$ cat src/rtl/cnm_ram.sv
// Generic simple dual-port RAM with registered read.
module cnm_ram #(
    parameter int WIDTH = 16,
    parameter int DEPTH = 256,
    localparam int AW = (DEPTH > 1) ? $clog2(DEPTH) : 1
) (
    input  logic             aclk,
    input  logic             wr_en,
    input  logic [AW-1:0]    wr_addr,
    input  logic [WIDTH-1:0] wr_data,
    input  logic             rd_en,
    input  logic [AW-1:0]    rd_addr,
    output logic [WIDTH-1:0] rd_data
);

    logic [WIDTH-1:0] mem [DEPTH];
    logic [WIDTH-1:0] rd_data_reg;

    always_ff @(posedge aclk) begin
        if (wr_en) begin
            mem[wr_addr] <= wr_data;
        end
        if (rd_en) begin
            rd_data_reg <= mem[rd_addr];
        end
    end

    assign rd_data = rd_data_reg;

endmodule
$ cat config.mk
export PLATFORM = sky130hd
export DESIGN_NAME = cnm_ram
export DESIGN_NICKNAME = d
export VERILOG_FILES = /design/src/rtl/cnm_ram.sv
export SDC_FILE = /design/constraint.sdc
export NUM_CORES = 2
export LEC_CHECK = 0
export BUFFER_PORTS_ARGS = -buffer_cell sky130_fd_sc_hd__buf_2
export CORE_ASPECT_RATIO = 1.25
export CORE_UTILIZATION = 45
export CTS_CLUSTER_SIZE = 30
export DETAILED_ROUTE_END_ITERATION = 12
export PLACE_DENSITY = 0.66
export SETUP_SLACK_MARGIN = 0.15
export SYNTH_ARGS = -nofsm -noshare
export SYNTH_HDL_FRONTEND = slang
export SYNTH_SLANG_ARGS = --single-unit
export TNS_END_PERCENT = 30
$ cat constraint.sdc
create_clock -name aclk -period 2.3 [get_ports aclk]
set_input_delay 0 -clock aclk [delete_from_list [all_inputs] [get_ports aclk]]
set_output_delay 0 -clock aclk [all_outputs]
set_load 0.1 [all_outputs]
# --- Yosys cells after proc, flatten, opt, wreduce, memory -nomap -nowiden ---
# Memory sizes are Yosys's and may differ from the RTL's. A register that Yosys moved wholly into a read port is not among the register bits.
# Cells that the tools add are included.
totals:
  inputBits: 35
  wordCells: 3
  mem_count: 1
  output_inout_bits: 16
  mem_bits_rw: 4096
  register_bits: 0
classes:
  mux: 2
mem_list:
  columns: ["memory", "words", "width", "read_ports", "rd_clocked_by_memory_dff", "write_ports", "line_no", "text"]
  rows:
  - ["mem", 256, 16, 1, 1, 1, "16", "logic [WIDTH-1:0] mem [DEPTH];"]
op_table:
  columns: ["op", "n"]
  rows:
  - ["$mux 1", 2]

# --- Logic depth before layout (Yosys ltp) ---
logic_depth:
  depth_word: 2
  depth_mapped: 12
  depth_no_buf: 6

# --- Least setup slack after synthesis ---
# No wires, ideal clock.
synth_path:
  kind: "in2reg"
  from: "input port rd_addr[0]"
  to: "register rd_data_reg[4] (netlist: rd_data[4]), read port of mem, data pin"
  setup_slack_ps: 51
  setup_ps: 265
  arrival_ps: 1984
  path_stages: 8
  cell_sequence: "buf_6 > buf_6 > buf_2 > mux4_2 > mux4_2 > a22o_1 > o32ai_2 > nor4_2"
synth_lines:
  columns: ["item", "line_no", "text"]
  rows:
  - ["start: declaration", "12", "input logic [AW-1:0] rd_addr,"]
  - ["end: declaration", "17", "logic [WIDTH-1:0] rd_data_reg;"]

==> results.md <==
* Layout cells sized above 1 at 30.37%
* Global Route Usage Sum at ~24%
* CP Max Fanout at 1
* Final non-filler cell total at 13,340
* TritonCTS clock tree: done
* CTS sink count at 4,112
* Row count at 243
* First-pass GRT wire length at 612,900 µm
* Post-DRT Antenna Nets at 0
* Max Freq at 362.4 MHz
* CP required at 2.98 ns
* Count leader, synth: edfxtp_1
* Clock Tree Buf Depth at 4
* Synth area leaders: edfxtp_1, mux4_2, mux2i_1
* Mapped cell area at 0.1589 mm²
* Vias at between 80,000 and 90,000
* DR vias/cell at just over 6
* Worst reg2reg startpoint: mem[63][8]
* Tmin final at ~2.8 ns
* Initial antenna violation count at 19
* Placed insts at 12,590
* Total number of H-tree levels at 5
* Starting density of the core at 45.28%
* Final wirelength at approximately 440,000 µm
* Layout area overhead at 17.02%
* Yosys reg bits at 4,112
* Clk_skew at 0.07929 ns
* Register area share after synthesis at 77.72%
* Core area at about 0.35 mm²
* Worst setup SP type: flip-flop
* Post-CTS Setup Bufs at 0
* Die footprint at 0.3555 mm²
* Fin. Hold Viols at 0
* CP Launch Point: mem[63][8]
* Post-synth top area share at 77.72%
* Worst slew pin tran at 1.421 ns
* Syn_nets at ~7,400
* End of the critical path: rd_data[8]
* Worst EP arrival at approximately 3.4 ns
* Vias in the first global route at roughly 80,000
* # IOs at 51
* Finished Core Util at a little over half
* Area leader, netlist: edfxtp_1
* Top post-synthesis cells by count: edfxtp_1, mux4_2, mux2i_1
* Clock slew at reported path FFs at 0.07 ns
* Reg2reg end: rd_data[8]
* Yosys warnings at 0
* Design Power at 155,400 µW
* Hold crit path type: input port to flip-flop
* Syn avg cell area at roughly 22 µm²
* Worst-Skew Late Latency at between 0.9 and 1 ns
* Worst reg-to-reg setup slack at -0.46 ns
* HPWL after DPL at 276,400 µm
* Ys flop type: edfxtp_1
* Slew Limit Fails at 0
* Final nets at 8,396
* Slew margin rel. at 4.506%
* Synth Instances at 7,360
* DRC at 0
* DRT iter0 DRCs at 9,367
* Failing checks: negative setup slack
* RSZ-0062 raised after global routing: true
* Global route total overflow at 0
* Setup-failing EPs final at 16
* Max VDD drop at 629.9 µV
* Clock root buffer: clkbuf_16
* Max reg flops at 4,096
* MaxCap Viol Count at 0
* Final worst slack at -0.4595 ns
* Hold WS at about 0.089 ns
* Leakage at between 0.05 and 0.06 µW
* Fillers at 26,660
* Critical setup path kind: flip-flop to flip-flop
* Post-synth ARST share at 0%
* Distinct cells, synth at 51
* DR WL/cell at 32.62 µm
* DR pass1 iterations at 8
* CTS buffer count at 393
* Die H at 666.3 µm
* Pwr/cell area at 835.9 mW/mm²
* Final Wtd Congestion at 0.9661
* FF-to-FF path depth at 6
* DIE WIDTH at approximately 530 µm
* CP Capture Type: flip-flop
* Status: finished, violations left
* Buffers on Ports at 50
* Period utilisation layout at 120.0%
* Largest net degree at the start of global routing at 127
* Post-synth EDFFs at 4,112
==> power by group <==
part,internal [µW],leakage [µW],switching (µW),total [µW]
registers,82600,0.0370,137,82800
logic,3490,0.0169,5780,9260
clock network,35900,0.00610,27500,63400
==> cell families (layout without fill, tap and decap cells) <==
logic type	after synthesis	count (layout)	synth area share [%]
mux	1450	1450	15.48
simple gates	556	556	1.573
other cells	0	7	0
flops	4112	4112	77.72
buf+inv	456	1777	1.692
compound gates	786	786	3.534
==> worst max-delay path, stage by stage, from the launching register on <==
cell      delay (ns)
edfxtp_1        0.36
mux4_2          0.50
mux4_2          0.57
a22o_4          0.32
o32ai_4         0.48
buf_4           0.22
nor4_2          0.04
==> layout make-up <==
class / count / area (µm²) / share of cell area [%]
clock buffer: 480 / 10270 / 5.523
antenna: 7 / 17.52 / 0.009422
inverter: 4 / 27.53 / 0.01481
timing repair buffer: 1058 / 10210 / 5.493
clock inverter: 235 / 2186 / 1.176
tap: 4655 / 5824 / 3.133
sequential: 4112 / 123500 / 66.42
multi-input combinational: 2792 / 33900 / 18.23
==> metal layers <==
layer	part of all wire (%)	global-route usage (%)	vias up
met2	49	39.81	3983
met4	6.4	13.52	20
met5	0.028	0	-
met1	37	31.12	42760
li1	-	-	33280
met3	8.4	3.914	847
==> worst min-delay path by stage <==
stage	from	end	cells after the start	slack (ns)
after CTS	wr_addr[4]	mem[121][7]	5	0.009
after global routing	wr_addr[4]	mem[190][12]	5	0.07
after global placement	wr_data[12]	mem[142][12]	1	0.32
after floorplan	wr_data[0]	mem[0][0]	0	0.1
after detailed placement	wr_data[12]	mem[133][12]	1	0.34
final	rd_addr[5]	rd_data[1]	6	0.09
==> placed cells by master, fill, tap and decap left out, drive strengths merged, types with 88 or more instances in the layout <==
cell,count
edfxtp,4112
buf,1025
mux4,797
mux2i,565
clkbuf,481
nor2,304
o221ai,253
a21oi,175
clkinv,172
o22ai,148
nor3,92
mux2,88
==> what timing repair did <==
item                                   in CTS  in global routing
endpoints found under the hold margin    4362                  0
hold buffers                               32                  0
setup endpoints to repair                  18                 48
gates resized for setup                   119                 54
pin swaps                                  24                 17
==> per-stage QoR <==
stage | area [µm²] | setup WS (ns) | setup TNS (ns)
floorplan | 158900 | 0.1350 | 0
global placement | 172100 | -1.642 | -18.39
detailed placement | 172100 | -1.598 | -18.80
CTS | 185600 | -0.4604 | -3.762
global route | 185900 | -0.4509 | -3.991
finish | 185900 | -0.4595 | -3.875
Power figures use the tool's default switching activity.
